## src/rtl/touch_event_to_pointer_mapper_assert.svh

```systemverilog
// Assertion helpers shared by the mapper RTL.
`ifndef TOUCH_EVENT_TO_POINTER_MAPPER_ASSERT_SVH
`define TOUCH_EVENT_TO_POINTER_MAPPER_ASSERT_SVH

// Property checked every clock edge outside reset.
`define TEM_ASSERT(lbl, prop, msg) \
  lbl: assert property (@(posedge clk_i) disable iff (!rst_ni) (prop)) else $error(msg);

// Same-cycle implication checked outside reset.
`define TEM_ASSERT_IMP(lbl, ante, cons, msg) \
  `TEM_ASSERT(lbl, (ante) |-> (cons), msg)

`endif

```

## src/rtl/tem_pkg.sv

```systemverilog
`default_nettype none

package tem_pkg;

  // Configuration register indexes
  localparam logic [2:0] CFG_SENSOR_X_MAX  = 3'd0;
  localparam logic [2:0] CFG_SENSOR_Y_MAX  = 3'd1;
  localparam logic [2:0] CFG_SCREEN_WIDTH  = 3'd2;
  localparam logic [2:0] CFG_SCREEN_HEIGHT = 3'd3;
  localparam logic [2:0] CFG_ORIENTATION   = 3'd4;

  // Register reset values
  localparam logic [15:0] RST_SENSOR_X_MAX  = 16'd1080;
  localparam logic [15:0] RST_SENSOR_Y_MAX  = 16'd2264;
  localparam logic [15:0] RST_SCREEN_WIDTH  = 16'd1080;
  localparam logic [15:0] RST_SCREEN_HEIGHT = 16'd2264;

  // Event classes and codes
  localparam logic [15:0] EV_KEY     = 16'd1;
  localparam logic [15:0] EV_ABS     = 16'd3;
  localparam logic [15:0] CODE_POS_X = 16'd53;
  localparam logic [15:0] CODE_POS_Y = 16'd54;
  localparam logic [15:0] CODE_SLOT  = 16'd47;
  localparam logic [15:0] CODE_TRACK = 16'd57;
  localparam logic [15:0] CODE_TOUCH = 16'd330;

  // Serial divider step counts
  localparam logic [5:0] DIV_STEPS_RATIO = 6'd16;
  localparam logic [5:0] DIV_STEPS_POS   = 6'd32;

  typedef enum logic [1:0] {
    ACT_MOVE  = 2'd0,
    ACT_HOLD  = 2'd1,
    ACT_LEFT  = 2'd2,
    ACT_RIGHT = 2'd3
  } act_e;

  typedef struct packed {
    logic [15:0]        event_type;
    logic [15:0]        event_code;
    logic signed [31:0] event_value;
    logic [30:0]        event_seconds;
  } evt_t;

  typedef struct packed {
    act_e               pointer_action;
    logic signed [31:0] pointer_x;
    logic signed [31:0] pointer_y;
  } ptr_t;

  // Divider start request
  typedef struct packed {
    logic        start;
    logic [31:0] num;
    logic [15:0] den;
    logic [5:0]  steps;
  } div_req_t;

  // Axis lane start request
  typedef struct packed {
    logic               start;
    logic               mirror;
    logic signed [31:0] raw;
    logic [15:0]        full;
    logic [15:0]        size;
  } lane_req_t;

endpackage

`default_nettype wire

```

## src/rtl/tem_if.sv

```systemverilog
`default_nettype none

// Touch event channel
interface tem_evt_if;
  import tem_pkg::*;
  logic valid;
  logic ready;
  evt_t data;
  modport source (output valid, output data, input ready);
  modport sink (input valid, input data, output ready);
endinterface

// Pointer action channel
interface tem_ptr_if;
  import tem_pkg::*;
  logic valid;
  logic ready;
  ptr_t data;
  modport source (output valid, output data, input ready);
  modport sink (input valid, input data, output ready);
endinterface

`default_nettype wire

```

## src/rtl/tem_sdiv.sv

```systemverilog
`default_nettype none

// Restoring divider, one quotient bit per cycle. The dividend shifts out of
// the top of quo_q while quotient bits shift in at the bottom.
module tem_sdiv (
  input  logic                clk_i,
  input  logic                rst_ni,
  input  tem_pkg::div_req_t   req_i,
  output logic                done_o,
  output logic [31:0]         quo_o
);
  import tem_pkg::*;

  logic [15:0] rem_q, rem_d;
  logic [31:0] quo_q, quo_d;
  logic [15:0] den_q, den_d;
  logic [5:0]  cnt_q, cnt_d;
  logic        done_q, done_d;
  logic [16:0] trial;
  logic [16:0] diff;

  // One trial subtraction per step
  always_comb begin
    trial  = {rem_q, quo_q[31]};
    diff   = trial - {1'b0, den_q};
    rem_d  = rem_q;
    quo_d  = quo_q;
    den_d  = den_q;
    cnt_d  = cnt_q;
    done_d = 1'b0;
    if (req_i.start) begin
      rem_d = '0;
      quo_d = req_i.num;
      den_d = req_i.den;
      cnt_d = req_i.steps;
    end else if (cnt_q != '0) begin
      cnt_d  = cnt_q - 6'd1;
      done_d = (cnt_q == 6'd1);
      if (!diff[16]) begin
        rem_d = diff[15:0];
        quo_d = {quo_q[30:0], 1'b1};
      end else begin
        rem_d = trial[15:0];
        quo_d = {quo_q[30:0], 1'b0};
      end
    end
  end

  always_ff @(posedge clk_i or negedge rst_ni) begin
    if (!rst_ni) begin
      cnt_q  <= '0;
      done_q <= 1'b0;
    end else begin
      cnt_q  <= cnt_d;
      done_q <= done_d;
    end
  end

  always_ff @(posedge clk_i) begin
    rem_q <= rem_d;
    quo_q <= quo_d;
    den_q <= den_d;
  end

  assign done_o = done_q;
  assign quo_o  = quo_q;

endmodule

`default_nettype wire

```

## src/rtl/tem_axis.sv

```systemverilog
`default_nettype none

// One axis: ratio = full / size, then |raw| / ratio, then sign and mirror.
module tem_axis (
  input  logic                clk_i,
  input  logic                rst_ni,
  input  tem_pkg::lane_req_t  req_i,
  output logic                done_o,
  output logic [31:0]         res_o
);
  import tem_pkg::*;

  typedef enum logic [2:0] {
    LN_IDLE  = 3'b001,
    LN_RATIO = 3'b010,
    LN_POS   = 3'b100
  } lane_st_e;

  lane_st_e    st_q, st_d;
  logic        done_q, done_d;
  logic        neg_q, neg_d;
  logic        mirror_q, mirror_d;
  logic [31:0] mag_q, mag_d;
  logic [15:0] size_q, size_d;
  logic [31:0] res_q, res_d;
  div_req_t    div_req;
  logic        div_done;
  logic [31:0] quo;
  logic [15:0] ratio;
  logic [31:0] raw_u;
  logic [31:0] addend;
  logic [31:0] base;

  tem_sdiv u_sdiv (
    .clk_i  (clk_i),
    .rst_ni (rst_ni),
    .req_i  (div_req),
    .done_o (div_done),
    .quo_o  (quo)
  );

  // Zero ratio or zero screen size divide by one
  assign ratio = ((size_q == '0) || (quo[15:0] == '0)) ? 16'd1 : quo[15:0];
  assign raw_u = $unsigned(req_i.raw);

  // Fold sign and mirror into a single add
  assign addend = (mirror_q ^ neg_q) ? (~quo + 32'd1) : quo;
  assign base   = mirror_q ? {16'h0, size_q} : 32'h0;

  always_comb begin
    st_d     = st_q;
    done_d   = 1'b0;
    neg_d    = neg_q;
    mirror_d = mirror_q;
    mag_d    = mag_q;
    size_d   = size_q;
    res_d    = res_q;
    div_req  = '0;
    unique case (st_q)
      LN_IDLE: begin
        if (req_i.start) begin
          div_req.start = 1'b1;
          div_req.num   = {req_i.full, 16'h0};
          div_req.den   = req_i.size;
          div_req.steps = DIV_STEPS_RATIO;
          neg_d         = req_i.raw[31];
          mag_d         = req_i.raw[31] ? (~raw_u + 32'd1) : raw_u;
          mirror_d      = req_i.mirror;
          size_d        = req_i.size;
          st_d          = LN_RATIO;
        end
      end
      LN_RATIO: begin
        if (div_done) begin
          div_req.start = 1'b1;
          div_req.num   = mag_q;
          div_req.den   = ratio;
          div_req.steps = DIV_STEPS_POS;
          st_d          = LN_POS;
        end
      end
      LN_POS: begin
        if (div_done) begin
          res_d  = base + addend;
          done_d = 1'b1;
          st_d   = LN_IDLE;
        end
      end
      default: st_d = LN_IDLE;
    endcase
  end

  always_ff @(posedge clk_i or negedge rst_ni) begin
    if (!rst_ni) begin
      st_q   <= LN_IDLE;
      done_q <= 1'b0;
    end else begin
      st_q   <= st_d;
      done_q <= done_d;
    end
  end

  always_ff @(posedge clk_i) begin
    neg_q    <= neg_d;
    mirror_q <= mirror_d;
    mag_q    <= mag_d;
    size_q   <= size_d;
    res_q    <= res_d;
  end

  assign done_o = done_q;
  assign res_o  = res_q;

endmodule

`default_nettype wire

```

## src/rtl/touch_event_to_pointer_mapper.sv

```systemverilog
// A Y-position beat starts both axis lanes; its move beat is loaded once they finish
// and the output is free. A click appears in the cycle after its beat is accepted.
// Input stalls until the move is loaded, over two bit-serial divisions per axis
// (16-bit ratio, then 32-bit quotient), both axes in parallel.
// Reset: registers return to their defaults, tracked touch state clears, the
// output register empties.
`default_nettype none
`include "touch_event_to_pointer_mapper_assert.svh"

module touch_event_to_pointer_mapper (
  input  logic        clk_i,
  input  logic        rst_ni,
  input  logic        cfg_we_i,
  input  logic [2:0]  cfg_idx_i,
  input  logic [15:0] cfg_data_i,
  tem_evt_if.sink     evt_i,
  tem_ptr_if.source   ptr_o
);
  import tem_pkg::*;

  typedef enum logic [2:0] {
    ST_IDLE = 3'b001,
    ST_CALC = 3'b010,
    ST_EMIT = 3'b100
  } st_e;

  st_e         st_q, st_d;
  logic [15:0] sens_x_q, sens_y_q, scr_w_q, scr_h_q;
  logic [2:0]  orient_q;
  logic [31:0] raw_x_q;
  logic        slot_q, lifted_q, hold_q;
  logic [30:0] press_q;
  logic        out_valid_q, out_valid_d;
  ptr_t        out_q, out_d;

  logic        in_fire, out_free;
  logic        is_abs, is_touch, is_y;
  logic        val_one, val_zero, val_neg1;
  logic [31:0] held;
  logic        held_short, held_mid, click;
  logic        load_move, load_click;
  logic        out_click;
  lane_req_t   x_req, y_req;
  logic        x_done, y_done;
  logic [31:0] x_res, y_res;

  // Beat decode
  assign in_fire  = evt_i.valid && evt_i.ready;
  assign out_free = !out_valid_q || ptr_o.ready;
  assign is_abs   = (evt_i.data.event_type == EV_ABS);
  assign is_touch = (evt_i.data.event_type == EV_KEY) && (evt_i.data.event_code == CODE_TOUCH);
  assign is_y     = is_abs && (evt_i.data.event_code == CODE_POS_Y);
  assign val_one  = (evt_i.data.event_value == 32'sd1);
  assign val_zero = (evt_i.data.event_value == 32'sd0);
  assign val_neg1 = (evt_i.data.event_value == -32'sd1);

  // Press duration, signed
  assign held       = {1'b0, evt_i.data.event_seconds} - {1'b0, press_q};
  assign held_short = held[31] || (held == 32'd0);
  assign held_mid   = (held == 32'd1) || (held == 32'd2);
  assign click      = is_touch && val_zero && (held_short || held_mid);

  assign evt_i.ready = (st_q == ST_IDLE) && out_free;

  // Axis lanes
  always_comb begin
    x_req.start  = in_fire && is_y;
    x_req.mirror = orient_q[0];
    x_req.raw    = $signed(raw_x_q);
    x_req.full   = sens_x_q;
    x_req.size   = scr_w_q;
    y_req.start  = in_fire && is_y;
    y_req.mirror = orient_q[1];
    y_req.raw    = evt_i.data.event_value;
    y_req.full   = sens_y_q;
    y_req.size   = scr_h_q;
  end

  tem_axis u_axis_x (
    .clk_i  (clk_i),
    .rst_ni (rst_ni),
    .req_i  (x_req),
    .done_o (x_done),
    .res_o  (x_res)
  );

  tem_axis u_axis_y (
    .clk_i  (clk_i),
    .rst_ni (rst_ni),
    .req_i  (y_req),
    .done_o (y_done),
    .res_o  (y_res)
  );

  // Sequencer
  always_comb begin
    st_d = st_q;
    unique case (st_q)
      ST_IDLE: if (in_fire && is_y) st_d = ST_CALC;
      ST_CALC: if (x_done) st_d = ST_EMIT;
      ST_EMIT: if (out_free) st_d = ST_IDLE;
      default: st_d = ST_IDLE;
    endcase
  end

  // Output register
  assign load_move  = (st_q == ST_EMIT) && out_free;
  assign load_click = in_fire && click;

  always_comb begin
    out_d       = out_q;
    out_valid_d = out_valid_q && !ptr_o.ready;
    if (load_move) begin
      out_d.pointer_action = hold_q ? ACT_HOLD : ACT_MOVE;
      out_d.pointer_x      = $signed(orient_q[2] ? y_res : x_res);
      out_d.pointer_y      = $signed(orient_q[2] ? x_res : y_res);
      out_valid_d          = 1'b1;
    end else if (load_click) begin
      out_d.pointer_action = held_short ? ACT_LEFT : ACT_RIGHT;
      out_d.pointer_x      = '0;
      out_d.pointer_y      = '0;
      out_valid_d          = 1'b1;
    end
  end

  assign ptr_o.valid = out_valid_q;
  assign ptr_o.data  = out_q;

  // Click beat on the output
  assign out_click = (ptr_o.data.pointer_action == ACT_LEFT) ||
                     (ptr_o.data.pointer_action == ACT_RIGHT);

  // Configuration registers
  always_ff @(posedge clk_i or negedge rst_ni) begin
    if (!rst_ni) begin
      sens_x_q <= RST_SENSOR_X_MAX;
      sens_y_q <= RST_SENSOR_Y_MAX;
      scr_w_q  <= RST_SCREEN_WIDTH;
      scr_h_q  <= RST_SCREEN_HEIGHT;
      orient_q <= '0;
    end else if (cfg_we_i) begin
      unique case (cfg_idx_i)
        CFG_SENSOR_X_MAX:  sens_x_q <= cfg_data_i;
        CFG_SENSOR_Y_MAX:  sens_y_q <= cfg_data_i;
        CFG_SCREEN_WIDTH:  scr_w_q  <= cfg_data_i;
        CFG_SCREEN_HEIGHT: scr_h_q  <= cfg_data_i;
        CFG_ORIENTATION:   orient_q <= cfg_data_i[2:0];
        default: ;
      endcase
    end
  end

  // Touch tracking state
  always_ff @(posedge clk_i or negedge rst_ni) begin
    if (!rst_ni) begin
      raw_x_q  <= '0;
      slot_q   <= 1'b0;
      lifted_q <= 1'b0;
      press_q  <= '0;
      hold_q   <= 1'b0;
    end else if (in_fire) begin
      if (is_abs && (evt_i.data.event_code == CODE_POS_X)) begin
        raw_x_q <= $unsigned(evt_i.data.event_value);
      end
      if (is_abs && (evt_i.data.event_code == CODE_SLOT)) begin
        slot_q <= val_one;
      end
      if (is_abs && (evt_i.data.event_code == CODE_TRACK)) begin
        lifted_q <= val_neg1;
      end
      if (is_y) begin
        hold_q <= slot_q && !lifted_q;
      end
      if (is_touch && val_one) begin
        press_q <= evt_i.data.event_seconds;
      end
    end
  end

  always_ff @(posedge clk_i or negedge rst_ni) begin
    if (!rst_ni) begin
      st_q        <= ST_IDLE;
      out_valid_q <= 1'b0;
    end else begin
      st_q        <= st_d;
      out_valid_q <= out_valid_d;
    end
  end

  always_ff @(posedge clk_i) begin
    out_q <= out_d;
  end

  // Checks
  `TEM_ASSERT(a_lanes_in_step, x_done == y_done, "axis lanes finished out of step")
  `TEM_ASSERT_IMP(a_done_in_calc, x_done, st_q == ST_CALC, "lane result outside calc state")
  `TEM_ASSERT_IMP(a_click_zero_xy, ptr_o.valid && out_click, ptr_o.data.pointer_x == 32'sd0 && ptr_o.data.pointer_y == 32'sd0, "click beat with nonzero xy")
  `TEM_ASSERT_IMP(a_no_click_while_busy, load_click, st_q == ST_IDLE, "click loaded while busy")

endmodule

`default_nettype wire

```

## src/flat_wrapper.sv

```systemverilog
// flat-port wrapper written by rule: the top's interface ports become plain ports
module touch_event_to_pointer_mapper_flat import tem_pkg::*;
  (clk_i, rst_ni, cfg_we_i, cfg_idx_i, cfg_data_i, evt_i_valid, evt_i_data, evt_i_ready, ptr_o_valid, ptr_o_data, ptr_o_ready);
  tem_evt_if evt_i_i ();
  tem_ptr_if ptr_o_i ();
  input  logic clk_i;
  input  logic rst_ni;
  input  logic cfg_we_i;
  input  logic [2:0] cfg_idx_i;
  input  logic [15:0] cfg_data_i;
  input wire logic [$bits(evt_i_i.valid)-1:0] evt_i_valid;
  input wire logic [$bits(evt_i_i.data)-1:0] evt_i_data;
  output wire logic [$bits(evt_i_i.ready)-1:0] evt_i_ready;
  output wire logic [$bits(ptr_o_i.valid)-1:0] ptr_o_valid;
  output wire logic [$bits(ptr_o_i.data)-1:0] ptr_o_data;
  input wire logic [$bits(ptr_o_i.ready)-1:0] ptr_o_ready;
  assign evt_i_i.valid = evt_i_valid;
  assign evt_i_i.data = evt_i_data;
  assign evt_i_ready = evt_i_i.ready;
  assign ptr_o_valid = ptr_o_i.valid;
  assign ptr_o_data = ptr_o_i.data;
  assign ptr_o_i.ready = ptr_o_ready;
  touch_event_to_pointer_mapper u_core (.clk_i(clk_i), .rst_ni(rst_ni), .cfg_we_i(cfg_we_i), .cfg_idx_i(cfg_idx_i), .cfg_data_i(cfg_data_i), .evt_i(evt_i_i), .ptr_o(ptr_o_i));
endmodule
```

## config.mk

```make
export PLATFORM = sky130hd
export DESIGN_NAME = touch_event_to_pointer_mapper_flat
export DESIGN_NICKNAME = d
export VERILOG_FILES = /design/src/rtl/tem_pkg.sv /design/src/rtl/tem_if.sv /design/src/rtl/tem_sdiv.sv /design/src/rtl/tem_axis.sv /design/src/rtl/touch_event_to_pointer_mapper.sv /design/src/flat_wrapper.sv
export VERILOG_INCLUDE_DIRS = /design/src /design/src/rtl
export SDC_FILE = /design/constraint.sdc
export NUM_CORES = 1
export LEC_CHECK = 0
export BUFFER_PORTS_ARGS = -buffer_cell sky130_fd_sc_hd__buf_2
export CAP_MARGIN = 20
export CORE_MARGIN = 2
export CORE_UTILIZATION = 38
export CTS_CLUSTER_DIAMETER = 120
export CTS_CLUSTER_SIZE = 24
export DETAILED_ROUTE_END_ITERATION = 8
export PLACE_DENSITY = 0.56
export SYNTH_ARGS = -nofsm -noshare
export SYNTH_HDL_FRONTEND = slang
export SYNTH_HIERARCHICAL = 1
export SYNTH_SLANG_ARGS = --single-unit
```

## constraint.sdc

```tcl
create_clock -name clk_i -period 6.16 [get_ports clk_i]
set_clock_uncertainty 0.2 [all_clocks]
set_input_delay 0.924 -clock clk_i [delete_from_list [all_inputs] [get_ports clk_i]]
set_output_delay 0.924 -clock clk_i [all_outputs]
set_load 0.005 [all_outputs]
```

==> flow_summary.rst <==
.. list-table::
   :header-rows: 1

   * - Metric
     - Value
   * - Run status
     - completed
   * - GRT overflow
     - 0
   * - Port Buffer Count
     - 186
   * - Total detailed-routing wirelength
     - 81,600 microns
   * - Number of DRC violations after detailed routing
     - 0
   * - Shortest period the worst path allows
     - 4.98 ns
   * - Via count of the first global-routing pass
     - 21,019
   * - Proportion of layout cells with a drive suffix above 1
     - 0.182
   * - Gp weighted congestion
     - 0.857
   * - Pleak
     - 0.0128 uW
   * - CTS hold repair buffers
     - 0
   * - Final-report setup violation count
     - 0
   * - Chip height
     - 286 microns
   * - Master cell of the clock root buffer
     - sky130_fd_sc_hd__clkbuf_16
   * - Via count
     - 22,255
   * - Pwr dens
     - 239 nW/um^2
   * - Number of top-level design ports
     - 187
   * - Fin Setup TNS
     - 0 ns
   * - Clock transition at the registers of the reported paths
     - 0.10 ns
   * - Vias/cell
     - 5.57
   * - R2R Path Start
     - u_core/ptr_o.valid
   * - Number of buffers added by the clock tree synthesis step
     - 26
   * - Setup Slack @ Placement
     - 0.664 ns
   * - Post-CTS setup buffer count
     - 0
   * - Synthesized netlist cell count
     - 2,805
   * - Summed instance area of the synthesized netlist
     - 30,200 sq um
   * - Fin. Hold Viols
     - 0
   * - CTS Sinks
     - 516
   * - Setup repair after global routing missed its margin
     - false
   * - Layout overhead on the synthesized area
     - 9.60%
   * - Relative slew slack
     - 0.268
   * - Number of pins exceeding their max-slew limit in the final report
     - 0
   * - Class of the worst hold path
     - input pin to async pin
   * - Routed WL per cell
     - 20.4 microns
   * - Cell count of the worst reg-to-reg path
     - 14
   * - Post-layout worst setup margin
     - 1.18 ns
   * - Insertion delay of the later-clocked pin in the worst-skew pair
     - 0.61 ns
   * - Crit Path Class
     - flop to flop
   * - WP data arrival
     - 5.03 ns
   * - First DRT Iteration DRCs
     - 1,694
   * - Maximum number of pins on one net before global-route repair
     - 84
   * - Most common library cell in the layout ignoring fill and taps
     - sky130_fd_sc_hd__edfxtp_1
   * - Die area
     - 81,900 sq um
   * - Antenna violation net count after detailed routing
     - 0
   * - Total core area
     - 78,900 sq um
   * - Gr usage total
     - 0.194
   * - Mapped Avg Cell Area
     - 10.8 sq um
   * - Post-detail-place hpwl
     - 62,100 microns
   * - Total number of yosys warnings
     - 6
   * - Count of nets after finishing
     - 3,155
   * - Worst-case register-to-register setup slack
     - 1.18 ns
   * - Final period utilization
     - 0.808
   * - Number of resized instances in the post-cts repair step
     - 0
   * - Kind of capture point of the worst setup path
     - flop
   * - Worst-case clock buffer depth
     - 3
   * - Max rail drop VDD
     - 0.237 mV
   * - Length of the first detailed-routing pass in iterations
     - 5
   * - First-pass GRT wire length
     - 125,000 microns
   * - Number of rows created at floorplan
     - 103
   * - Startpoint Class
     - flop
   * - Number of violations of the max-capacitance limit
     - 0
   * - Initial antenna violation count
     - 6
   * - Endpoint of the most critical register-to-register path
     - u_core/u_axis_y/u_sdiv/quo_o[30]
   * - Required time at the endpoint of the critical path
     - 6.21 ns
   * - Maximum achievable frequency
     - 201 MHz
   * - CTS tree
     - built
   * - CTS HTree Levels
     - 1
   * - Die boundary width
     - 286 microns
   * - Worst-margin pin slew
     - 1.09 ns
   * - Leading cell types in the layout, fill and taps excluded
     - sky130_fd_sc_hd__edfxtp_1 (326), sky130_fd_sc_hd__nor2_1 (214), sky130_fd_sc_hd__mux2_2 (194), sky130_fd_sc_hd__buf_2 (185), sky130_fd_sc_hd__nand2_1 (160)
   * - Effective utilization at floorplan
     - 0.384
   * - Maximum fanout encountered on the critical timing path
     - 32
state kept, by name, summed over array words and instances (netlist names), 16 cells and up:
signal                        flops
u_core/u_axis_y/res_o            32
u_core/u_axis_x/u_sdiv/rem_q     16
u_core/u_axis_x/res_o            32
u_core/u_axis_y/size_q           16
u_core/raw_x_q                   32
u_core/scr_h_q                   16
u_core/u_axis_x/size_q           16
u_core/u_axis_x/u_sdiv/den_q     16
u_core/u_axis_x/u_sdiv/quo_o     32
u_core/press_q                   31
u_core/u_axis_y/mag_q            32
u_core/sens_y_q                  16
u_core/u_axis_y/u_sdiv/rem_q     16
u_core/scr_w_q                   16
u_core/u_axis_y/u_sdiv/quo_o     32
u_core/ptr_o.data                66
u_core/sens_x_q                  16
u_core/u_axis_x/mag_q            32
u_core/u_axis_y/u_sdiv/den_q     16
layout make-up:
| type | instances | area, sq um |
|---|---|---|
| Sequential cell | 516 | 14400 |
| Antenna cell | 3 | 7.51 |
| Tap cell | 1050 | 1310 |
| Inverter | 119 | 447 |
| Clock buffer | 44 | 739 |
| Clock inverter | 4 | 45.0 |
| Multi-Input combinational cell | 2043 | 15000 |
| Timing Repair Buffer | 220 | 1220 |
| Fill cell | 7562 | 45700 |
report_power, final:
part	leakage, uW	internal (uW)	switching [uW]
Combinational	0.00725	684	1000
Clock	0.000374	838	1130
Sequential	0.00518	4020	248
routing by layer:
layer	wire length, microns	share of wire	global-route usage	vias up
met2	36500	0.45	0.307	637
met5	10	0.00012	0	-
li1	-	-	-	10636
met3	4490	0.055	0.0188	74
met1	39000	0.48	0.290	10906
met4	1560	0.019	0.0366	2
per-stage QoR:
stage               instances  power, uW  hold slack, ns  instance area, sq um  utilization
CTS                      3993       7990          0.0865                 33100        0.420
detailed placement       3945       6030           0.233                 32300        0.410
global route             3996       8300           0.103                 33100        0.420
finish                   3999       7920          0.0824                 33200        0.420
global placement         3944       5980           0.232                 32300        0.410
floorplan                2811       5470           0.221                 30300            -
critical path, cell delays in order, from the launching register on:
cell                       delay, ns
sky130_fd_sc_hd__dfrtp_1        0.41
sky130_fd_sc_hd__nor2b_1        0.17
sky130_fd_sc_hd__nor4b_1        0.74
sky130_fd_sc_hd__nand3_1        0.43
sky130_fd_sc_hd__nor2_1         0.37
sky130_fd_sc_hd__nand4b_1       0.19
sky130_fd_sc_hd__nor3_1         0.21
sky130_fd_sc_hd__buf_4          0.23
sky130_fd_sc_hd__nand3b_1       0.18
sky130_fd_sc_hd__nor2_4         0.12
sky130_fd_sc_hd__or2_2          0.23
sky130_fd_sc_hd__nor2b_1        0.08
sky130_fd_sc_hd__and2_1         0.38
sky130_fd_sc_hd__inv_1          0.24
sky130_fd_sc_hd__buf_4          0.42
how the worst max path moves through the flow:
stage          slack [ns]                                to                             from  cells past startpoint
5_1_grt              0.85         u_core/u_axis_y/res_o[28]  u_core/u_axis_y/u_sdiv/quo_o[0]                     15
3_3_place_gp         0.70  u_core/u_axis_y/u_sdiv/quo_o[20]                      ptr_o_ready                     15
6_report             1.18  u_core/u_axis_y/u_sdiv/quo_o[30]               u_core/ptr_o.valid                     14
2_1_floorplan        0.69              u_core/ptr_o.data[0]                    evt_i_data[0]                     13
4_1_cts              1.18   u_core/u_axis_y/u_sdiv/quo_o[6]               u_core/ptr_o.valid                     14
3_5_place_dp         0.66  u_core/u_axis_y/u_sdiv/quo_o[24]                      ptr_o_ready                     15
Note: power is estimated with default switching activity, not from simulation.
